**config.mk**
```make
export PLATFORM = sky130hd
export DESIGN_NAME = e131_packet_check_and_channel_extract
export DESIGN_NICKNAME = d
export VERILOG_FILES = /design/src/hw/rtl/e131pc_pkg.sv /design/src/hw/rtl/e131pc_drain.sv /design/src/hw/rtl/e131_packet_check_and_channel_extract.sv
export SDC_FILE = /design/constraint.sdc
export NUM_CORES = 1
export LEC_CHECK = 0
export ABC_AREA = 1
export BUFFER_PORTS_ARGS = -buffer_cell sky130_fd_sc_hd__buf_2
export CAP_MARGIN = 20
export CELL_PAD_IN_SITES_DETAIL_PLACEMENT = 0
export CELL_PAD_IN_SITES_GLOBAL_PLACEMENT = 1
export CORE_MARGIN = 1.5
export CORE_UTILIZATION = 35
export CTS_BUF_LIST = sky130_fd_sc_hd__clkbuf_4
export DETAILED_ROUTE_END_ITERATION = 10
export HOLD_SLACK_MARGIN = 0.15
export MAX_ROUTING_LAYER = met4
export PLACE_DENSITY_LB_ADDON = 0.12
export SYNTH_ARGS = -nofsm -noshare
export SYNTH_HDL_FRONTEND = slang
export SYNTH_SLANG_ARGS = --single-unit
```
**constraint.sdc**
```tcl
create_clock -name clk -period 5.1 [get_ports clk]
set_clock_uncertainty 0.2 [all_clocks]
set_input_delay 1.53 -clock clk [delete_from_list [all_inputs] [get_ports clk]]
set_output_delay 1.53 -clock clk [all_outputs]
set_load 0.01 [all_outputs]
```
**src/hw/rtl/e131pc_pkg.sv**
```systemverilog
// shared types and constants for the e1.31 packet checker and channel extractor
// no dependencies
`timescale 1ns / 1ps

package e131pc_pkg;

  localparam int unsigned BYTE_W    = 8;
  localparam int unsigned WORD_W    = 16;
  localparam int unsigned STATUS_W  = 4;
  localparam int unsigned START_W   = 10;
  localparam int unsigned COUNT_W   = 4;
  localparam int unsigned CFG_IDX_W = 1;
  localparam int unsigned CFG_DAT_W = 10;
  localparam int unsigned CHIDX_W   = 3;

  // first dmx slot byte of the payload
  localparam int unsigned DMX_DATA_OFFSET = 126;

  // byte positions inside the udp payload
  localparam logic [WORD_W-1:0] POS_PRE_0      = 16'd0;
  localparam logic [WORD_W-1:0] POS_PRE_1      = 16'd1;
  localparam logic [WORD_W-1:0] POS_POST_0     = 16'd2;
  localparam logic [WORD_W-1:0] POS_POST_1     = 16'd3;
  localparam logic [WORD_W-1:0] POS_ID_FIRST   = 16'd4;
  localparam logic [WORD_W-1:0] POS_ID_LAST    = 16'd15;
  localparam logic [WORD_W-1:0] POS_FRAMING_HI = 16'd38;
  localparam logic [WORD_W-1:0] POS_FRAMING_LO = 16'd39;
  localparam logic [WORD_W-1:0] POS_UNIV_HI    = 16'd113;
  localparam logic [WORD_W-1:0] POS_UNIV_LO    = 16'd114;
  localparam logic [WORD_W-1:0] POS_DMP_HI     = 16'd115;
  localparam logic [WORD_W-1:0] POS_DMP_LO     = 16'd116;
  localparam logic [WORD_W-1:0] POS_VECTOR     = 16'd117;
  localparam logic [WORD_W-1:0] POS_COUNT_HI   = 16'd123;
  localparam logic [WORD_W-1:0] POS_COUNT_LO   = 16'd124;
  localparam logic [WORD_W-1:0] POS_STARTCODE  = 16'd125;
  localparam logic [WORD_W-1:0] POS_SAT        = 16'hFFFF;

  localparam logic [BYTE_W-1:0] PREAMBLE_LO  = 8'h10;
  localparam logic [WORD_W-1:0] FLAGS_BIAS   = 16'h7000;
  localparam logic [WORD_W-1:0] FRAMING_BASE = 16'd38;
  localparam logic [WORD_W-1:0] DMP_BASE     = 16'd115;
  localparam logic [WORD_W-1:0] MIN_DMX_SIZE = 16'd129;
  localparam logic [BYTE_W-1:0] VECTOR_A     = 8'h02;
  localparam logic [BYTE_W-1:0] VECTOR_B     = 8'h04;
  localparam logic [BYTE_W-1:0] SC_NULL      = 8'h00;
  localparam logic [BYTE_W-1:0] SC_ALT       = 8'h04;

  // acn packet identifier "ASC-E1.17" and three zero bytes
  localparam logic [BYTE_W-1:0] ACN_ID [12] = '{
    8'h41, 8'h53, 8'h43, 8'h2d, 8'h45, 8'h31, 8'h2e, 8'h31, 8'h37, 8'h00, 8'h00, 8'h00
  };

  typedef enum logic [STATUS_W-1:0] {
    ST_OK        = 4'd0,
    ST_SHORT     = 4'd1,
    ST_PREAMBLE  = 4'd2,
    ST_POSTAMBLE = 4'd3,
    ST_ID        = 4'd4,
    ST_FRAMING   = 4'd5,
    ST_DMP       = 4'd6,
    ST_VECTOR    = 4'd7,
    ST_STARTCODE = 4'd8,
    ST_COUNT     = 4'd9,
    ST_WINDOW    = 4'd10
  } status_t;

  typedef enum logic [CFG_IDX_W-1:0] {
    REG_START_CHANNEL = 1'b0,
    REG_CHANNEL_COUNT = 1'b1
  } cfg_reg_t;

  // per-packet summary handed to the result drain
  typedef struct packed {
    status_t             status;
    logic [WORD_W-1:0]   universe;
  } pkt_sum_t;

endpackage

```
**src/hw/rtl/e131pc_drain.sv**
```systemverilog
// result drain: holds one packet's status and window snapshot and sends its results
// depends on e131pc_pkg
`timescale 1ns / 1ps

module e131pc_drain #(
  parameter int unsigned MAX_WINDOW_CHANNELS = 8
) (
  input  logic                                                   clk,
  input  logic                                                   rst_n,
  input  logic                                                   load,
  input  e131pc_pkg::pkt_sum_t                                   load_sum,
  input  logic [$clog2(MAX_WINDOW_CHANNELS+1)-1:0]               load_len,
  input  logic [MAX_WINDOW_CHANNELS-1:0][e131pc_pkg::BYTE_W-1:0] load_win,
  output logic                                                   free,
  output logic                                                   out_valid,
  input  logic                                                   out_ready,
  output logic                                                   out_item_kind,
  output logic [e131pc_pkg::STATUS_W-1:0]                        out_status,
  output logic [e131pc_pkg::WORD_W-1:0]                          out_universe,
  output logic [e131pc_pkg::BYTE_W-1:0]                          out_channel_value,
  output logic [e131pc_pkg::CHIDX_W-1:0]                         out_channel_index,
  output logic                                                   out_last_of_run
);
  import e131pc_pkg::*;

  localparam int unsigned LEN_W = $clog2(MAX_WINDOW_CHANNELS + 1);
  localparam int unsigned IDX_W = (MAX_WINDOW_CHANNELS > 1) ? $clog2(MAX_WINDOW_CHANNELS) : 1;

  logic                                   busy_r;
  logic [LEN_W-1:0]                       idx_r;
  logic [LEN_W-1:0]                       len_r;
  pkt_sum_t                               sum_r;
  logic [MAX_WINDOW_CHANNELS-1:0][BYTE_W-1:0] win_r;

  logic             fire;
  logic             last;
  logic [LEN_W-1:0] ch_pos;
  logic [IDX_W-1:0] rd_idx;

  // item 0 is the status, item k>0 carries window channel k-1
  assign ch_pos = idx_r - LEN_W'(1);
  assign rd_idx = ch_pos[IDX_W-1:0];
  assign last   = (idx_r == len_r);
  assign fire   = busy_r && out_ready;
  assign free   = !busy_r || (fire && last);

  assign out_valid         = busy_r;
  assign out_item_kind     = (idx_r != '0);
  assign out_status        = (idx_r == '0) ? sum_r.status : ST_OK;
  assign out_universe      = sum_r.universe;
  assign out_channel_value = (idx_r == '0) ? '0 : win_r[rd_idx];
  assign out_channel_index = (idx_r == '0) ? '0 : CHIDX_W'(32'(ch_pos));
  assign out_last_of_run   = last;

  always_ff @(posedge clk) begin
    if (!rst_n) begin
      busy_r <= 1'b0;
      idx_r  <= '0;
    end else if (load) begin
      busy_r <= 1'b1;
      idx_r  <= '0;
    end else if (fire) begin
      if (last) begin
        busy_r <= 1'b0;
      end else begin
        idx_r <= idx_r + LEN_W'(1);
      end
    end
  end

  always_ff @(posedge clk) begin
    if (load) begin
      sum_r <= load_sum;
      len_r <= load_len;
      win_r <= load_win;
    end
  end

endmodule

```
**src/hw/rtl/e131_packet_check_and_channel_extract.sv**
```systemverilog
// top level of the e1.31 packet checker and channel window extractor
// depends on e131pc_pkg and e131pc_drain
`timescale 1ns / 1ps

// Takes one E1.31 UDP payload byte per cycle and checks the preamble, postamble and ACN
// identifier as the bytes pass, latching the length words, vector, start code, universe,
// value count and the bytes of the channel window set by start_channel and channel_count.
// On the byte flagged end_of_packet one status transaction is produced (first failure in
// protocol order), followed by one transaction per window channel when the packet is good.
// Ordinary bytes are accepted every cycle. The status transaction is offered the cycle after
// the final byte is taken and the channel transactions follow one per cycle while out_ready
// is high. A final byte is held off only while the previous packet's results (the status and,
// for a good packet, one transaction per window channel) are still being taken from the output
// drain, so with out_ready held high the rate stays at one byte per cycle for packets of at
// least the window length plus one bytes.
// The user must write configuration only while no packet is in flight; it is not enforced.
module e131_packet_check_and_channel_extract #(
  parameter int unsigned MAX_WINDOW_CHANNELS = 8
) (
  input  logic                                  clk,
  input  logic                                  rst_n,
  input  logic                                  cfg_write_en,
  input  logic [e131pc_pkg::CFG_IDX_W-1:0]      cfg_index,
  input  logic [e131pc_pkg::CFG_DAT_W-1:0]      cfg_data,
  input  logic                                  in_valid,
  output logic                                  in_ready,
  input  logic [e131pc_pkg::BYTE_W-1:0]         in_data_byte,
  input  logic                                  in_end_of_packet,
  output logic                                  out_valid,
  input  logic                                  out_ready,
  output logic                                  out_item_kind,
  output logic [e131pc_pkg::STATUS_W-1:0]       out_status,
  output logic [e131pc_pkg::WORD_W-1:0]         out_universe,
  output logic [e131pc_pkg::BYTE_W-1:0]         out_channel_value,
  output logic [e131pc_pkg::CHIDX_W-1:0]        out_channel_index,
  output logic                                  out_last_of_run
);
  import e131pc_pkg::*;

  localparam int unsigned LEN_W = $clog2(MAX_WINDOW_CHANNELS + 1);
  localparam int unsigned IDX_W = (MAX_WINDOW_CHANNELS > 1) ? $clog2(MAX_WINDOW_CHANNELS) : 1;
  localparam int unsigned OFF_W = START_W + 1;

  // configuration
  logic [START_W-1:0] start_channel_r;
  logic [COUNT_W-1:0] channel_count_r;

  // per-packet state
  logic [WORD_W-1:0] pos_r;
  status_t           first_err_r, first_err_nxt;
  logic [WORD_W-1:0] framing_r, framing_nxt;
  logic [WORD_W-1:0] dmp_r, dmp_nxt;
  logic [WORD_W-1:0] universe_r, universe_nxt;
  logic [WORD_W-1:0] count_r, count_nxt;
  logic [BYTE_W-1:0] vector_r, vector_nxt;
  logic [BYTE_W-1:0] sc_r, sc_nxt;
  logic [MAX_WINDOW_CHANNELS-1:0][BYTE_W-1:0] win_r, win_nxt;

  logic              accept;
  logic              drain_free;
  status_t           byte_err;
  status_t           final_st;
  logic [LEN_W-1:0]  wlen;
  logic [OFF_W-1:0]  win_off;
  logic [WORD_W-1:0] win_diff;
  logic              in_win;
  logic [WORD_W-1:0] size;
  logic [WORD_W-1:0] need_framing;
  logic [WORD_W-1:0] need_dmp;
  logic [WORD_W+1:0] win_end;
  logic [3:0]        id_idx;
  pkt_sum_t          sum;
  logic [LEN_W-1:0]  run_len;

  assign in_ready = !in_end_of_packet || drain_free;
  assign accept   = in_valid && in_ready;

  assign wlen = (32'(channel_count_r) > MAX_WINDOW_CHANNELS) ?
                LEN_W'(MAX_WINDOW_CHANNELS) : LEN_W'(channel_count_r);

  always_ff @(posedge clk) begin
    if (!rst_n) begin
      start_channel_r <= START_W'(1);
      channel_count_r <= COUNT_W'(3);
    end else if (cfg_write_en) begin
      unique case (cfg_reg_t'(cfg_index))
        REG_START_CHANNEL: start_channel_r <= cfg_data[START_W-1:0];
        REG_CHANNEL_COUNT: channel_count_r <= cfg_data[COUNT_W-1:0];
        default: ;
      endcase
    end
  end

  // header checks for this byte
  assign id_idx = pos_r[3:0] - 4'd4;

  always_comb begin
    byte_err = ST_OK;
    if ((pos_r == POS_PRE_0 && in_data_byte != 8'h00) ||
        (pos_r == POS_PRE_1 && in_data_byte != PREAMBLE_LO)) begin
      byte_err = ST_PREAMBLE;
    end else if ((pos_r == POS_POST_0 || pos_r == POS_POST_1) && in_data_byte != 8'h00) begin
      byte_err = ST_POSTAMBLE;
    end else if (pos_r >= POS_ID_FIRST && pos_r <= POS_ID_LAST &&
                 in_data_byte != ACN_ID[id_idx]) begin
      byte_err = ST_ID;
    end
  end

  assign first_err_nxt = (first_err_r != ST_OK) ? first_err_r : byte_err;

  // header field capture
  always_comb begin
    framing_nxt  = framing_r;
    dmp_nxt      = dmp_r;
    universe_nxt = universe_r;
    count_nxt    = count_r;
    vector_nxt   = vector_r;
    sc_nxt       = sc_r;
    if (pos_r == POS_FRAMING_HI) framing_nxt[15:8]  = in_data_byte;
    if (pos_r == POS_FRAMING_LO) framing_nxt[7:0]   = in_data_byte;
    if (pos_r == POS_UNIV_HI)    universe_nxt[15:8] = in_data_byte;
    if (pos_r == POS_UNIV_LO)    universe_nxt[7:0]  = in_data_byte;
    if (pos_r == POS_DMP_HI)     dmp_nxt[15:8]      = in_data_byte;
    if (pos_r == POS_DMP_LO)     dmp_nxt[7:0]       = in_data_byte;
    if (pos_r == POS_VECTOR)     vector_nxt         = in_data_byte;
    if (pos_r == POS_COUNT_HI)   count_nxt[15:8]    = in_data_byte;
    if (pos_r == POS_COUNT_LO)   count_nxt[7:0]     = in_data_byte;
    if (pos_r == POS_STARTCODE)  sc_nxt             = in_data_byte;
  end

  // window capture, start channel zero lands on the start code byte
  assign win_off  = OFF_W'(DMX_DATA_OFFSET - 1) + OFF_W'(start_channel_r);
  assign win_diff = pos_r - WORD_W'(win_off);
  assign in_win   = (pos_r >= WORD_W'(win_off)) && (win_diff < WORD_W'(wlen));

  always_comb begin
    win_nxt = win_r;
    if (in_win) begin
      win_nxt[win_diff[IDX_W-1:0]] = in_data_byte;
    end
  end

  // final status, first failure wins
  assign size         = (pos_r == POS_SAT) ? POS_SAT : pos_r + WORD_W'(1);
  assign need_framing = framing_nxt - FLAGS_BIAS + FRAMING_BASE;
  assign need_dmp     = dmp_nxt - FLAGS_BIAS + DMP_BASE;
  assign win_end      = (WORD_W+2)'(DMX_DATA_OFFSET - 1) + (WORD_W+2)'(start_channel_r) +
                        (WORD_W+2)'(wlen);

  always_comb begin
    priority if (size < WORD_W'(DMX_DATA_OFFSET)) begin
      final_st = ST_SHORT;
    end else if (first_err_nxt != ST_OK) begin
      final_st = first_err_nxt;
    end else if (size < need_framing) begin
      final_st = ST_FRAMING;
    end else if (size < need_dmp) begin
      final_st = ST_DMP;
    end else if (vector_nxt != VECTOR_A && vector_nxt != VECTOR_B) begin
      final_st = ST_VECTOR;
    end else if (sc_nxt != SC_NULL && sc_nxt != SC_ALT) begin
      final_st = ST_STARTCODE;
    end else if (count_nxt == '0) begin
      final_st = ST_COUNT;
    end else if (size < MIN_DMX_SIZE) begin
      final_st = ST_SHORT;
    end else if (win_end > (WORD_W+2)'(size)) begin
      final_st = ST_WINDOW;
    end else begin
      final_st = ST_OK;
    end
  end

  assign sum.status   = final_st;
  assign sum.universe = universe_nxt;
  assign run_len      = (final_st == ST_OK) ? wlen : '0;

  always_ff @(posedge clk) begin
    if (!rst_n) begin
      pos_r       <= '0;
      first_err_r <= ST_OK;
      framing_r   <= '0;
      dmp_r       <= '0;
      universe_r  <= '0;
      count_r     <= '0;
      vector_r    <= '0;
      sc_r        <= '0;
    end else if (accept) begin
      if (in_end_of_packet) begin
        pos_r       <= '0;
        first_err_r <= ST_OK;
        framing_r   <= '0;
        dmp_r       <= '0;
        universe_r  <= '0;
        count_r     <= '0;
        vector_r    <= '0;
        sc_r        <= '0;
      end else begin
        pos_r       <= (pos_r == POS_SAT) ? POS_SAT : pos_r + WORD_W'(1);
        first_err_r <= first_err_nxt;
        framing_r   <= framing_nxt;
        dmp_r       <= dmp_nxt;
        universe_r  <= universe_nxt;
        count_r     <= count_nxt;
        vector_r    <= vector_nxt;
        sc_r        <= sc_nxt;
      end
    end
  end

  // window bytes persist across packets
  always_ff @(posedge clk) begin
    if (accept) begin
      win_r <= win_nxt;
    end
  end

  e131pc_drain #(
    .MAX_WINDOW_CHANNELS(MAX_WINDOW_CHANNELS)
  ) u_drain (
    .clk               (clk),
    .rst_n             (rst_n),
    .load              (accept && in_end_of_packet),
    .load_sum          (sum),
    .load_len          (run_len),
    .load_win          (win_nxt),
    .free              (drain_free),
    .out_valid         (out_valid),
    .out_ready         (out_ready),
    .out_item_kind     (out_item_kind),
    .out_status        (out_status),
    .out_universe      (out_universe),
    .out_channel_value (out_channel_value),
    .out_channel_index (out_channel_index),
    .out_last_of_run   (out_last_of_run)
  );

endmodule
```
==> flow_summary.ini <==
[power_and_ir_drop]
p_int_w = 0.003748
power_leakage_nw = 7.944
power.density_mw_per_mm2 = 289.3
clock_power_share_pct = 40.5
swShare_pct = 29.92
p_switching_w = 0.001600
ir_worst_vdd_uv = 177.1
p_comb_share_pct = 13.9
pwr-share-seq_pct = 45.6

[clocking]
cts_tree = yes
clk_path_buf_depth = 3
htree_levels = 3
numClockSinks = 270
post_cts_buffers = 0
clock_latency_ps = 810
clk_pin_slew_ps = 50
cts_buffers = 83
root_buffer = clkbuf_4

[synth]
yosys_most_used_dff = edfxtp_1
synthTopCellsByCount = 664 x nand2_1, 171 x nor2_1, 161 x a21oi_1
yosysWarnings = 0
synthTopCellsByArea = edfxtp_1 28%, nand2_1 15%, dfxtp_1 14%
synth_edf_count = 152
async_flop_share_pct = 0
ys_seq_area_share_pct = 42.41
yosysUniqueCellTypes = 51
synth_largest_area_cell = edfxtp_1
synth_most_common_cell = nand2_1
synthMuxAreaShare_pct = 0
avgSynthCellArea_um2 = 7.698
synth_xor_area_share_pct = 3.700
postSynthNetCount = 2233
synth_top_family_by_area = simple AND/OR/NAND/NOR gates
synth_fa_ha_area_share_pct = 6.679
ys_ff_latch = 270
synth_compound_area_share_pct = 12.49
syn-cell-area_mm2 = 0.01633
netlist_instances = 2122
yosys.area.top_type_share_pct = 27.94
synthSimpleGateAreaFrac_pct = 27.36

[worst_setup_path]
r2r_cells = 24
arrival_ps = 3030
crit_path_end = out_channel_value[3]
startpoint_type = flop
cp.required_ps = 3370
rr_startpoint = pos_r[3]
endpoint_kind = output pin
cp_max_fo = 19
crit_type = reg2out
worst_r2r_endpoint = u_drain.len_r[1]
r2r_slack_ps = 480
cp-startpoint = u_drain.idx_r[1]

[place]
dp_slack_ps = -87.77
dp.final_hpwl_um = 33100
placedCellCount = 2729
port_buffers = 59
finalWeightedCongestion = 0.8521

[routing]
route.detailed.drc = 0
vias = 14508
drtIter0Drc = 1090
ant_nets = 0
wl_per_cell_um = 17.55
post_drt_via_cell_ratio = 5.029
firstDrtPassIters = 8
finalWirelength_um = 50630

[sta]
slew_viol_final = 0
period_needed_ps = 4756
fmax_mhz = 210.3
setup_tns_ps = 0
setup_violations = 0
slew_headroom_pct = 42.66
finalHoldViolCount = 0
finalCritPeriodShare_pct = 93.26
fin_ws_ps = 343.9
worstMarginPinSlew_ps = 856.9
rsz0062_at_grt = no

[floorplanning]
die_height_um = 219.0
core_area_mm2 = 0.04567
dieWidth_um = 219.0
rows = 78
start_util_pct = 35.76
io_pins = 60
die-area_mm2 = 0.04797

[hold_path]
holdCritPathClass = reg2reg

[global_routing]
gr-total-overflow = 0
grt_usage_pct = 21.93
antenna_found_initial = 2
grt_max_degree = 97
grt_pass1_vias = 13984
grt_first_pass_wirelength_um = 79090

[finish]
areaGrowthSynthToFinish_pct = 13.15
instances_no_fill = 2885
drive_above_1_share_pct = 14.49
fin_nets = 2325

[outcome]
outcome = finished, final reports clean

[flow_run]
timing.max_cap.violations = 0
==> critical path, stage by stage (launching register included) <==
cell     delay, ps
dfxtp_1        400
inv_1           80
ha_1           820
o21ai_0        190
o32ai_1        380
a22o_1         220
buf_2          130
==> power by group through the flow <==
| stage | sequential [W] | clock, W | combinational [W] |
|---|---|---|---|
| floorplan | 0.00248 | 0 | 0.000498 |
| global placement | 0.00248 | 0 | 0.000736 |
| detailed placement | 0.00248 | 0 | 0.000745 |
| CTS | 0.00244 | 0.00226 | 0.000749 |
| global route | 0.00245 | 0.00238 | 0.000848 |
| finish | 0.00244 | 0.00216 | 0.000743 |
==> cell usage in the layout, fill, tap and decap left out, drive strengths merged, types with 87 or more instances in the layout <==
| master | instances |
|---|---|
| a21oi | 164 |
| buf | 126 |
| clkbuf | 124 |
| dfxtp | 118 |
| edfxtp | 152 |
| inv | 164 |
| nand2 | 673 |
| nand4 | 87 |
| nor2 | 184 |
| o21ai | 167 |
==> timing repair <==
action                                 CTS  global route
setup endpoints to repair                0             4
gates resized for setup                  0             7
hold buffers                             0             0
endpoints found under the hold margin    0             0
==> registers in the layout, indices dropped and copies added, names as in the netlist <==
register and cells:
channel_count_r 4, u_drain.win_r 64, u_drain.len_r 4, count_r 16
win_r 64, dmp_r 16, sc_r 7, u_drain.out_universe 16
framing_r 16, u_drain.idx_r 4, universe_r 16, first_err_r 4
start_channel_r 10, pos_r 16, u_drain.sum_r 4, u_drain.out_valid 1
vector_r 8
==> logic make-up (layout without fill, tap and decap cells) <==
family,count (synthesis),after routing
AO/OA/AOI/OAI,370,370
XOR/XNOR,69,69
adder cells (fa/ha/maj),86,86
buffers and inverters,281,443
flip-flops,270,270
other,0,1
AND/OR/NAND/NOR,1046,1046
==> metrics by stage <==
step | hold slack, ps | cell area, um^2 | power, W | util (%)
after floorplan | 242.3 | 16330 | 0.002978 | -
after global placement | 251.5 | 17400 | 0.003219 | 38.10
after detailed placement | 255.5 | 17400 | 0.003230 | 38.10
after CTS | 263.9 | 18460 | 0.005443 | 40.43
after global routing | 276.4 | 18480 | 0.005671 | 40.47
final | 262.8 | 18480 | 0.005347 | 40.47
==> metal layers <==
| layer | part of all wire [%] | global-route usage [%] | vias up |
|---|---|---|---|
| met2 | 45 | 33.35 | 348 |
| met3 | 5.3 | 3.756 | 46 |
| met1 | 48 | 29.91 | 6770 |
| li1 | - | - | 7344 |
| met4 | 1.4 | 6.256 | 0 |
| met5 | 0 | - | - |
==> area by class of cell <==
cell class              instances  area, um^2
multi-input cells            1571        8255
flip-flops and latches        270        6928
clock buffers                 124       930.9
inverters                     162       609.3
well taps                     600       750.7
clock inverters                31       132.6
fillers                      4785       27190
diodes                          1       2.502
repair buffers                126       873.3
==> worst min-delay path by stage <==
| stage | end | slack, ps | from | cells past startpoint |
|---|---|---|---|---|
| floorplan | channel_count_r[0] | 240 | channel_count_r[0] | 2 |
| global placement | universe_r[12] | 250 | universe_r[12] | 2 |
| detailed placement | dmp_r[15] | 260 | dmp_r[15] | 2 |
| CTS | dmp_r[15] | 260 | dmp_r[15] | 2 |
| global route | framing_r[7] | 280 | framing_r[7] | 2 |
| finish | dmp_r[15] | 260 | dmp_r[15] | 2 |
Power figures use the tool's default switching activity.
